### src/sv/ols_pkg.sv
// shared constants, codes and types of the ordered list store
// no dependencies
package ols_pkg;

	localparam int CAPACITY = 16;
	localparam int IDX_W    = (CAPACITY > 1) ? $clog2(CAPACITY) : 1;
	localparam int CNT_W    = $clog2(CAPACITY + 1);

	localparam int FUNC_W = 3;
	localparam int POS_W  = 6;
	localparam int SYM_W  = 8;
	localparam int STAT_W = 3;
	localparam int FPOS_W = 5;
	localparam int LEN_W  = 5;
	localparam int CMP_W  = ((CNT_W > POS_W) ? CNT_W : POS_W) + 1;

	localparam logic [FUNC_W-1:0] FN_CLEAR  = 3'd0;
	localparam logic [FUNC_W-1:0] FN_APPEND = 3'd1;
	localparam logic [FUNC_W-1:0] FN_INSERT = 3'd2;
	localparam logic [FUNC_W-1:0] FN_DELETE = 3'd3;
	localparam logic [FUNC_W-1:0] FN_SEARCH = 3'd4;
	localparam logic [FUNC_W-1:0] FN_SHOW   = 3'd5;

	localparam logic [STAT_W-1:0] STAT_OK       = 3'd0;
	localparam logic [STAT_W-1:0] STAT_BADPOS   = 3'd1;
	localparam logic [STAT_W-1:0] STAT_FULL     = 3'd2;
	localparam logic [STAT_W-1:0] STAT_NOTFOUND = 3'd3;
	localparam logic [STAT_W-1:0] STAT_EMPTY    = 3'd4;

	typedef struct packed {
		logic [STAT_W-1:0] status;
		logic [FPOS_W-1:0] fpos;
		logic [SYM_W-1:0]  entry;
		logic [LEN_W-1:0]  length;
		logic              last;
	} res_t;

	typedef struct packed {
		logic             we;
		logic [IDX_W-1:0] waddr;
		logic [SYM_W-1:0] wdata;
		logic             re;
		logic [IDX_W-1:0] raddr;
	} ram_req_t;

endpackage

### src/sv/ols_ram.sv
// generic simple dual-port ram, one write and one registered read port
// no dependencies
module ols_ram #(
	parameter int WIDTH = 8,
	parameter int DEPTH = 16
) (
	input  logic                                        clk,
	input  logic                                        we,
	input  logic [((DEPTH > 1) ? $clog2(DEPTH) : 1)-1:0] waddr,
	input  logic [WIDTH-1:0]                            wdata,
	input  logic                                        re,
	input  logic [((DEPTH > 1) ? $clog2(DEPTH) : 1)-1:0] raddr,
	output logic [WIDTH-1:0]                            rdata
);

	logic [WIDTH-1:0] mem_q [DEPTH];

	always_ff @(posedge clk) begin
		if (we) begin
			mem_q[waddr] <= wdata;
		end
	end

	always_ff @(posedge clk) begin
		if (re) begin
			rdata <= mem_q[raddr];
		end
	end

endmodule

### src/sv/ols_ctrl.sv
// sequencer of the ordered list store: decode, read-modify-write walks, output register
// depends on ols_pkg; drives the entry ram through a ram_req_t
module ols_ctrl (
	input  logic                         clk,
	input  logic                         arst_n,
	input  logic                         req_valid,
	output logic                         req_ready,
	input  logic [ols_pkg::FUNC_W-1:0]   func,
	input  logic [ols_pkg::POS_W-1:0]    position,
	input  logic [ols_pkg::SYM_W-1:0]    symbol,
	output logic                         rsp_valid,
	input  logic                         rsp_ready,
	output ols_pkg::res_t                rsp,
	output ols_pkg::ram_req_t            ram_req,
	input  logic [ols_pkg::SYM_W-1:0]    ram_rdata
);
	import ols_pkg::*;

	localparam logic [2:0] S_IDLE = 3'd0;
	localparam logic [2:0] S_INS  = 3'd1;
	localparam logic [2:0] S_DEL  = 3'd2;
	localparam logic [2:0] S_SRCH = 3'd3;
	localparam logic [2:0] S_SHOW = 3'd4;
	localparam logic [2:0] S_EMIT = 3'd5;

	logic [2:0]       state_q;
	logic [CNT_W-1:0] count_q;
	logic [CNT_W-1:0] k_q;
	logic [POS_W-1:0] pos_q;
	logic [SYM_W-1:0] sym_q;
	res_t             res_q;
	res_t             out_q;
	logic             out_valid_q;
	logic             show_q;
	logic             move_s1;
	logic             look_s1;
	logic [IDX_W-1:0] wa_s1;

	logic             accept;
	logic             full;
	logic             out_free;
	logic             ins_more;
	logic             del_more;
	logic             srch_more;
	logic             hit;
	logic [CMP_W-1:0] in_pos_x;
	logic [CMP_W-1:0] pos_x;
	logic [CMP_W-1:0] cnt_x;
	logic [CMP_W-1:0] k_x;

	function automatic res_t mk_res(input logic [STAT_W-1:0] st, input logic [CNT_W-1:0] fp,
			input logic [SYM_W-1:0] ent, input logic [CNT_W-1:0] len, input logic lst);
		res_t r;
		r.status = st;
		r.fpos   = FPOS_W'(fp);
		r.entry  = ent;
		r.length = LEN_W'(len);
		r.last   = lst;
		return r;
	endfunction

	assign req_ready = (state_q == S_IDLE);
	assign accept    = req_valid && req_ready;
	assign out_free  = !out_valid_q || rsp_ready;
	assign rsp_valid = out_valid_q;
	assign rsp       = out_q;

	assign in_pos_x  = CMP_W'(position);
	assign pos_x     = CMP_W'(pos_q);
	assign cnt_x     = CMP_W'(count_q);
	assign k_x       = CMP_W'(k_q);
	assign full      = (count_q >= CNT_W'(CAPACITY));
	assign ins_more  = (k_x >= pos_x);
	assign del_more  = ((k_x + CMP_W'(1)) < cnt_x);
	assign srch_more = (k_q < count_q);
	assign hit       = look_s1 && (ram_rdata == sym_q);

	// write port: pending move first, then append or the closing insert write
	always_comb begin
		ram_req = '0;
		if (move_s1) begin
			ram_req.we    = 1'b1;
			ram_req.waddr = wa_s1;
			ram_req.wdata = ram_rdata;
		end else if (accept && (func == FN_APPEND) && !full) begin
			ram_req.we    = 1'b1;
			ram_req.waddr = IDX_W'(count_q);
			ram_req.wdata = symbol;
		end else if ((state_q == S_INS) && !ins_more) begin
			ram_req.we    = 1'b1;
			ram_req.waddr = IDX_W'(pos_q - POS_W'(1));
			ram_req.wdata = sym_q;
		end
		case (state_q)
			S_INS: begin
				ram_req.re    = ins_more;
				ram_req.raddr = IDX_W'(k_q - CNT_W'(1));
			end
			S_DEL: begin
				ram_req.re    = del_more;
				ram_req.raddr = IDX_W'(k_q + CNT_W'(1));
			end
			S_SRCH: begin
				ram_req.re    = srch_more;
				ram_req.raddr = IDX_W'(k_q);
			end
			S_SHOW: begin
				ram_req.re    = !look_s1;
				ram_req.raddr = IDX_W'(k_q);
			end
			default: begin
			end
		endcase
	end

	always_ff @(posedge clk or negedge arst_n) begin
		if (!arst_n) begin
			state_q     <= S_IDLE;
			count_q     <= '0;
			out_valid_q <= 1'b0;
			show_q      <= 1'b0;
			move_s1     <= 1'b0;
			look_s1     <= 1'b0;
		end else begin
			move_s1 <= ((state_q == S_INS) && ins_more) || ((state_q == S_DEL) && del_more);
			look_s1 <= ((state_q == S_SRCH) && srch_more) || ((state_q == S_SHOW) && !look_s1);
			wa_s1   <= IDX_W'(k_q);
			if (out_valid_q && rsp_ready) begin
				out_valid_q <= 1'b0;
			end
			unique case (state_q)
				S_IDLE: begin
					if (accept) begin
						pos_q  <= position;
						sym_q  <= symbol;
						show_q <= 1'b0;
						k_q    <= '0;
						state_q <= S_EMIT;
						case (func)
							FN_CLEAR: begin
								count_q <= '0;
								res_q   <= mk_res(STAT_OK, '0, '0, '0, 1'b1);
							end
							FN_APPEND: begin
								if (full) begin
									res_q <= mk_res(STAT_FULL, '0, '0, count_q, 1'b1);
								end else begin
									count_q <= count_q + CNT_W'(1);
									res_q   <= mk_res(STAT_OK, '0, '0, count_q + CNT_W'(1), 1'b1);
								end
							end
							FN_INSERT: begin
								if ((position == '0) || (in_pos_x > (cnt_x + CMP_W'(1)))) begin
									res_q <= mk_res(STAT_BADPOS, '0, '0, count_q, 1'b1);
								end else if (full) begin
									res_q <= mk_res(STAT_FULL, '0, '0, count_q, 1'b1);
								end else begin
									k_q     <= count_q;
									state_q <= S_INS;
								end
							end
							FN_DELETE: begin
								if ((position == '0) || (in_pos_x > cnt_x)) begin
									res_q <= mk_res(STAT_BADPOS, '0, '0, count_q, 1'b1);
								end else begin
									k_q     <= CNT_W'(position - POS_W'(1));
									state_q <= S_DEL;
								end
							end
							FN_SEARCH: begin
								state_q <= S_SRCH;
							end
							FN_SHOW: begin
								if (count_q == '0) begin
									res_q <= mk_res(STAT_EMPTY, '0, '0, '0, 1'b1);
								end else begin
									state_q <= S_SHOW;
								end
							end
							default: begin
								res_q <= mk_res(STAT_OK, '0, '0, count_q, 1'b1);
							end
						endcase
					end
				end
				S_INS: begin
					if (ins_more) begin
						k_q <= k_q - CNT_W'(1);
					end else if (!move_s1) begin
						count_q <= count_q + CNT_W'(1);
						res_q   <= mk_res(STAT_OK, '0, '0, count_q + CNT_W'(1), 1'b1);
						state_q <= S_EMIT;
					end
				end
				S_DEL: begin
					if (del_more) begin
						k_q <= k_q + CNT_W'(1);
					end else if (!move_s1) begin
						count_q <= count_q - CNT_W'(1);
						res_q   <= mk_res(STAT_OK, '0, '0, count_q - CNT_W'(1), 1'b1);
						state_q <= S_EMIT;
					end
				end
				S_SRCH: begin
					if (hit) begin
						res_q   <= mk_res(STAT_OK, k_q, '0, count_q, 1'b1);
						state_q <= S_EMIT;
					end else if (srch_more) begin
						k_q <= k_q + CNT_W'(1);
					end else if (!look_s1) begin
						res_q   <= mk_res(STAT_NOTFOUND, '0, '0, count_q, 1'b1);
						state_q <= S_EMIT;
					end
				end
				S_SHOW: begin
					if (look_s1) begin
						res_q   <= mk_res(STAT_OK, k_q + CNT_W'(1), ram_rdata, count_q,
							(k_q + CNT_W'(1)) == count_q);
						show_q  <= ((k_q + CNT_W'(1)) != count_q);
						k_q     <= k_q + CNT_W'(1);
						state_q <= S_EMIT;
					end
				end
				S_EMIT: begin
					if (out_free) begin
						out_q       <= res_q;
						out_valid_q <= 1'b1;
						state_q     <= show_q ? S_SHOW : S_IDLE;
					end
				end
				default: begin
					state_q <= S_IDLE;
				end
			endcase
		end
	end

endmodule

### src/sv/ordered_list_store_top.sv
// ordered list store: byte list with clear, append, insert, delete, search and show
// depends on ols_pkg, ols_ctrl and ols_ram
//
// request channel req_valid/req_ready carries func, position and symbol; one request is
// worked at a time and req_ready is high only while the sequencer is idle.
// response channel rsp_valid/rsp_ready carries status, found_position, entry, length and
// last; a one-entry output register sits on it, so the next request is taken while a
// finished response still waits for its transfer.
// path from request transfer to response valid:
//   clear, append, errors, unused codes: the result is registered, then moved to the output register
//   insert, delete: a shift walk over the entries from the position on, then the output register
//   search: reads the entries in order until a hit or the end of the list
//   show: one response per entry, last set on the final one
// the entries live in a 16 x 8 ram with one write and one registered read port; each
// shift step reads one entry and writes it back in the next cycle, so one entry per cycle.
// reset clears the length and the sequencer; ram contents are not cleared, only slots
// below the length are ever read.
// a stalled receiver holds the response and stalls the sequencer once the next response
// is ready, which in turn holds req_ready low.
module ordered_list_store_top (
	input  logic                          clk,
	input  logic                          arst_n,
	input  logic                          req_valid,
	output logic                          req_ready,
	input  logic [ols_pkg::FUNC_W-1:0]    func,
	input  logic [ols_pkg::POS_W-1:0]     position,
	input  logic [ols_pkg::SYM_W-1:0]     symbol,
	output logic                          rsp_valid,
	input  logic                          rsp_ready,
	output logic [ols_pkg::STAT_W-1:0]    status,
	output logic [ols_pkg::FPOS_W-1:0]    found_position,
	output logic [ols_pkg::SYM_W-1:0]     entry,
	output logic [ols_pkg::LEN_W-1:0]     length,
	output logic                          last
);
	import ols_pkg::*;

	res_t             rsp;
	ram_req_t         ram_req;
	logic [SYM_W-1:0] ram_rdata;

	ols_ctrl u_ctrl (
		.clk       (clk),
		.arst_n    (arst_n),
		.req_valid (req_valid),
		.req_ready (req_ready),
		.func      (func),
		.position  (position),
		.symbol    (symbol),
		.rsp_valid (rsp_valid),
		.rsp_ready (rsp_ready),
		.rsp       (rsp),
		.ram_req   (ram_req),
		.ram_rdata (ram_rdata)
	);

	ols_ram #(
		.WIDTH (SYM_W),
		.DEPTH (CAPACITY)
	) u_ram (
		.clk   (clk),
		.we    (ram_req.we),
		.waddr (ram_req.waddr),
		.wdata (ram_req.wdata),
		.re    (ram_req.re),
		.raddr (ram_req.raddr),
		.rdata (ram_rdata)
	);

	assign status         = rsp.status;
	assign found_position = rsp.fpos;
	assign entry          = rsp.entry;
	assign length         = rsp.length;
	assign last           = rsp.last;

endmodule

### config.mk
export PLATFORM = sky130hd
export DESIGN_NAME = ordered_list_store_top
export DESIGN_NICKNAME = d
export VERILOG_FILES = /design/src/sv/ols_pkg.sv /design/src/sv/ols_ram.sv /design/src/sv/ols_ctrl.sv /design/src/sv/ordered_list_store_top.sv
export SDC_FILE = /design/constraint.sdc
export NUM_CORES = 1
export LEC_CHECK = 0
export BUFFER_PORTS_ARGS = -buffer_cell sky130_fd_sc_hd__buf_4
export CAP_MARGIN = 20
export CORE_ASPECT_RATIO = 0.9
export CORE_UTILIZATION = 60
export CTS_BUF_LIST = sky130_fd_sc_hd__clkbuf_2 sky130_fd_sc_hd__clkbuf_4 sky130_fd_sc_hd__clkbuf_8
export CTS_CLUSTER_DIAMETER = 150
export DETAILED_ROUTE_END_ITERATION = 10
export PLACE_DENSITY = 0.78
export RECOVER_POWER = 50
export SYNTH_ARGS = -nofsm -noshare
export SYNTH_HDL_FRONTEND = slang
export SYNTH_SLANG_ARGS = --single-unit
### constraint.sdc
create_clock -name clk -period 8.3 [get_ports clk]
set_input_delay 1.245 -clock clk [delete_from_list [all_inputs] [get_ports clk]]
set_output_delay 1.245 -clock clk [all_outputs]
set_load 0.01 [all_outputs]
After elaboration in Yosys (flattened, before gate mapping)
Memory sizes are Yosys's and may differ from the RTL's. A register that Yosys moved wholly into a read port is not among the register bits.
Cells that the tools add are included.
{ "classes": {"magnitude_cmp": 6, "add_sub_neg": 8, "muxes": 63, "eq_ne": 32, "n_reduce_logical": 33} }
{ "ops": {"columns": ["cell", "n"], "rows": [
  ["$mux 22", 13],
  ["$pmux 22 s6", 1],
  ["$pmux 22 s5", 1],
  ["$mux 5", 15],
  ["$mux 13", 3],
  ["$mux 3", 13],
  ["$pmux 5 s5", 1],
  ["$mux 21", 1],
  ["$pmux 5 s2", 2],
  ["$pmux 5 s4", 1],
  ["$ne 3x3->1 const B", 6],
  ["$pmux 3 s6", 1],
  ["$reduce_and 8->1", 2],
  ["$pmux 5 s3", 1],
  ["$sub 5x1->5 const B", 3],
  ["$ne 2x2->1 const B", 7],
  ["$reduce_and 14->1", 1],
  ["$add 5x1->6 const B", 2],
  ["$eq 3x2->1 const B", 4],
  ["$eq 3x3->1 const B", 4],
  ["$pmux 3 s4", 1],
  ["$add 5x1->5 const B", 2],
  ["$logic_and 1x1->1", 10],
  ["$ne 2x1->1 const B", 5],
  ["other kinds (24)", 42]
]} }
{ "totals": {"output_inout_bits": 24, "register_bits": 79, "word_cells": 163, "ramBits": 128, "n_memories": 1} }
{ "memory_table": {"columns": ["memory", "depth", "word_bits", "rd", "rd_clocked_by_memory_dff", "write_ports", "line_no", "rtl"], "rows": [
  ["u_ram.mem_q", 16, 8, 1, 1, 1, "ols_ram.sv:16", "logic [WIDTH-1:0] mem_q [DEPTH];"]
]} }

Depth between registers and ports, before layout
{ "depth": {"depth_word": 8, "mapped_depth": 11} }

Cells and area by module
A second synthesis with hierarchy kept.
{ "unflattened": {"hier_cells": 742, "hier_area_um2": 10333.7} }
{ "modules_own_cells": {"columns": ["module", "n_inst", "area_each_um2", "cells_each"], "rows": [
  ["ols_ram", 1, 5227.5, 229],
  ["ols_ctrl", 1, 5106.1, 513]
]} }

Least setup slack after synthesis
Ideal clock, no wire load.
{ "synth_timing": {"path_type": "input to register", "start": "input position[0] in the netlist's numbering", "end": "register u_ctrl.res_q[0] in the netlist's numbering, enable pin", "slack_ns": 3.706, "required_ns": 7.865, "path_stages": 8, "path_buffers": 0, "arrival_ns": 4.159, "path_cell_list": "inv_1 -> ha_1 -> nor4b_2 -> a21oi_1 -> and4_1 -> a211oi_2 -> o41ai_1 -> a21boi_0"} }
{ "synth_between": {"elab_chain_len": 4, "word_cells_on_any_way": 8} }
{ "synth_lines": {"columns": ["element", "line_no", "rtl"], "rows": [
  ["start: declaration", "ordered_list_store_top.sv:26", "input logic [ols_pkg::POS_W-1:0] position,"],
  ["$gt 6x6->1, or another cell as far along", "ols_ctrl.sv:153", "if ((position == '0) || (in_pos_x > (cnt_x + CMP_W'(1)))) begin"],
  ["$logic_or 1x1->1 (on tied branches)", "ols_ctrl.sv:153, ols_ctrl.sv:163", null],
  ["$ne 4x4->1 (no source line) / $ne 3x3->1 (equally long branches)", null, null],
  ["$reduce_and 14->1 (no source line) (*)", null, null],
  ["end signal: assignment", "ols_ctrl.sv:154", "res_q <= mk_res(STAT_BADPOS, '0, '0, count_q, 1'b1);"],
  ["end signal: assignment", "ols_ctrl.sv:156", "res_q <= mk_res(STAT_FULL, '0, '0, count_q, 1'b1);"],
  ["end signal: assignment", "ols_ctrl.sv:164", "res_q <= mk_res(STAT_BADPOS, '0, '0, count_q, 1'b1);"],
  ["end: declaration", "ols_ctrl.sv:31", "res_t res_q;"]
]} }
Mark *: on every way between the ends. The rest lies on a longest branch, timed or not.
A chain may end at the register's enable or synchronous reset.

Worst setup path in the final report
{ "layout_timing": {"start": "register u_ctrl.state_q[0]", "end": "memory u_ram.mem_q[4][4], enable pin"} }
{ "layout_between": {"elab_chain_len": 8, "word_cells_on_any_way": 11} }
{ "layout_lines": {"columns": ["element", "line_no", "rtl"], "rows": [
  ["start: declaration", "ols_ctrl.sv:26", "logic [2:0] state_q;"],
  ["start signal: assignment", "ols_ctrl.sv:228", "state_q <= show_q ? S_SHOW : S_IDLE;"],
  ["$logic_not 3->1", "ols_ctrl.sv:62", "assign req_ready = (state_q == S_IDLE);"],
  ["$logic_and 1x1->1", "ols_ctrl.sv:63", "assign accept = req_valid && req_ready;"],
  ["$logic_and 1x1->1 (2 in a row)", "ols_ctrl.sv:85", "end else if (accept && (func == FN_APPEND) && !full) begin"],
  ["$mux 13 (*)", "ols_ctrl.sv:85", null],
  ["$mux 13 (*)", "ols_ctrl.sv:81", "if (move_s1) begin"],
  ["$mux 1", "ols_ram.sv:19", "if (we) begin"],
  ["$mux 1 (not written as such)", "ols_ram.sv:20", "mem_q[waddr] <= wdata;"],
  ["end: declaration", "ols_ram.sv:16", null]
]} }
Marks and branches as above.

==> results.ini <==
[critical_path]
arrival_ns=4.83
start_kind=register
r2r_cells=8
crit_type=register to register
endpoint_kind=register
crit_fanout=28
cp-startpoint=u_ctrl.state_q[0]$_DFFE_PN0P_
crit_path_max_incr_delay_ns=0.94
crit_path_end=u_ram.mem_q[4][4]$_DFFE_PP_
crit_slowest_cell=clkbuf_1
r2r_slack_ns=3.61
worstReg2RegStart=u_ctrl.state_q[0]$_DFFE_PN0P_
crit_path_frequent_cell=clkbuf_1
required_ns=8.43
r2r-end=u_ram.mem_q[4][4]$_DFFE_PP_
path_cells=clkbuf_1 -> nor3b_1 -> o21ai_0 -> a21oi_1 -> clkbuf_1 -> a221oi_1 -> or3b_1 -> nor2_1

[routing]
ant_nets=0
vias=7201
totalWireLength_mm=25.4
post_drt_wl_per_cell_um=22.3
first_pass_iters=6
vias_per_cell=6.31
drt_iter0_markers=934
drc_errors=0

[sta]
worstMarginPinSlew_ns=1.58
skew_ns=0.0126
finalWorstPathRequiredPeriod_ns=4.69
finalSetupTns_ns=0
holdWs_ns=0.415
relSlewSlack_pct=-5.87
clock.fmax_mhz=213
period_share_pct=56.5
hold_violations=0
rsz0062_at_grt=no
setup_viol=0
finalMaxSlewViolations=23

[status]
outcome=finished, violations left
violations=max-capacitance violations, max-slew violations

[power]
switching_share_pct=35.6
ir_drop_mv=0.159
p_int_uw=2390
pwr-share-clk_pct=24.0
p_sw_uw=1320
seq_power_share_pct=41.0
p_per_area_nw_per_um2=313
p_comb_share_pct=35.0
p_leak_uw=0.00446

[logic_synthesis]
yosysSeqAreaShare_pct=59.1
yosysMostFrequentCell=edfxtp_1
yosys-top-cells-count=edfxtp_1, mux2i_1, nand2_1
synth_ff_type=edfxtp_1
syn-cell-area_um2=10800
yosysTopAreaCell=edfxtp_1
synth_edf_count=203
avgSynthCellArea_um2=13.2
syn_nets=871
yosys.area.top_type_share_pct=56.4
synth_cells=817
yosys_register_bits=215
synthTopCellsByArea=edfxtp_1, mux2i_1, ha_1
async_flop_share_pct=5.58
yosys_warnings=0
synth_cell_types=82

[grt]
grt_max_degree=65
grt_pass1_wl_mm=39.2
overflow=0
grt_pass1_vias=6916
globalRouteTotalUtil_pct=28.7
grt_antenna_before_repair=0

[cts]
cts_buffers=36
cts_hold_buffers=0
post_cts.repair.setup_buffers=0
cts_resized=0
cts_buffer_depth=3
clock_sinks=215
path_clk_slew_ns=0.06
cts_tree=built
htree_num_levels=2
clockRootBuffer=clkbuf_8
clkLatencyLatePin_ns=0.51

[placement]
gp_congestion=0.967
portBuffers=44
hpwl_mm=17.8

[flow_run]
drv_cap=1

[hold_path]
hold_path_class=register to register

[floorplan]
io_pins=45
dieArea_um2=18600
core_um2=17600
rows=46
initial_core_util_pct=61.4
die_w_um=144
die_h_um=129

[finish]
drive_above_1_share_pct=10.5
syn_to_final_growth_pct=9.73
antenna_cells=0
fillCellCount=1315
num-nets-final=931

worst max-delay path: cells and delay by family, from the launching register on:
family                 cells  cell delay [ns]
DFF                        1             0.32
and+or+nand+nor            3             1.68
AOI/OAI and AO/OA          3             0.85
buffers and inverters      2             1.45
worst min-delay path by stage:
stage,start,slack [ns],cells after the start,end
finish,u_ctrl.res_q[0]$_DFFE_PP_,0.42,0,u_ctrl.rsp[0]$_DFFE_PP_
global route,u_ctrl.res_q[21]$_DFFE_PP_,0.43,0,u_ctrl.rsp[21]$_DFFE_PP_
CTS,u_ctrl.res_q[17]$_DFFE_PP_,0.42,0,u_ctrl.rsp[17]$_DFFE_PP_
detailed placement,u_ctrl.res_q[0]$_DFFE_PP_,0.40,0,u_ctrl.rsp[0]$_DFFE_PP_
global placement,u_ctrl.res_q[21]$_DFFE_PP_,0.41,0,u_ctrl.rsp[21]$_DFFE_PP_
floorplan,u_ctrl.res_q[0]$_DFFE_PP_,0.40,0,u_ctrl.rsp[0]$_DFFE_PP_
cells in the final DEF (no fill, tap or decap), drive strengths merged, types with 12 or more instances in the layout:
cell type	instances
edfxtp	203
mux2i	126
clkbuf	96
nand2	52
o21ai	48
nor2	47
ha	33
inv	27
a21oi	23
xnor2	14
buf	14
nand3	13
clkinv	13
a22oi	12
dfrtp	12
nor3	12
layer usage:
metal / global-route usage [%] / up-vias / routed length, µm
met2: 42.1 / 384 / 11200
met4: 7.45 / 0 / 363
li1: - / 3271 / -
met1: 43.5 / 3507 / 11500
met5: 0 / - / 0
met3: 6.02 / 39 / 2370
stage by stage:
step	total power (µW)	cells	worst slack (ns)	util, %	instance area, µm²
CTS	3720	1140	4.00	68.3	12000
global route	3890	1142	3.38	67.4	11900
finish	3710	1142	3.61	67.4	11900
floorplan	2460	817	3.71	-	10800
detailed placement	2840	1077	4.00	64.4	11300
global placement	2800	1076	4.15	64.4	11300
power by group through the flow:
stage | logic, µW | registers (µW) | clock network, µW
4_1_cts | 1310 | 1520 | 902
3_5_place_dp | 1300 | 1540 | 0
5_1_grt | 1400 | 1530 | 953
2_1_floorplan | 971 | 1490 | 0
3_3_place_gp | 1270 | 1530 | 0
6_report | 1300 | 1520 | 891
state kept, by name, summed over array words and instances, names as in the netlist:
name	cells
u_ctrl.rsp_valid	1
u_ctrl.k_q	5
u_ram.mem_q	128
u_ctrl.state_q	3
u_ctrl.look_s1	1
u_ram.rdata	8
u_ctrl.move_s1	1
u_ctrl.count_q	5
u_ctrl.wa_s1	4
u_ctrl.rsp	22
u_ctrl.show_q	1
u_ctrl.pos_q	6
u_ctrl.res_q	22
u_ctrl.sym_q	8
cell type report:
class	instances	area (µm²)	share of cell area (%)
Clock inverter	15	93.8	0.791
Sequential cell	215	6400	53.9
Inverter	28	105	0.886
Tap cell	240	300	2.53
Multi-Input combinational cell	533	4070	34.3
Clock buffer	48	592	4.99
Timing Repair Buffer	63	307	2.58
kinds of logic (layout without fill, tap and decap cells):
group | count (synthesis) | in the layout | share of synthesized area, %
buffers and inverters | 69 | 154 | 3.37
adders and majority gates | 34 | 34 | 3.91
and+or+nand+nor | 185 | 185 | 8.89
DFF | 215 | 215 | 59.1
muxes | 128 | 128 | 11.9
xor gates and xnor gates | 26 | 26 | 2.23
AOI/OAI and AO/OA | 160 | 160 | 10.6
No activity file was read; power rests on OpenSTA's default activity.
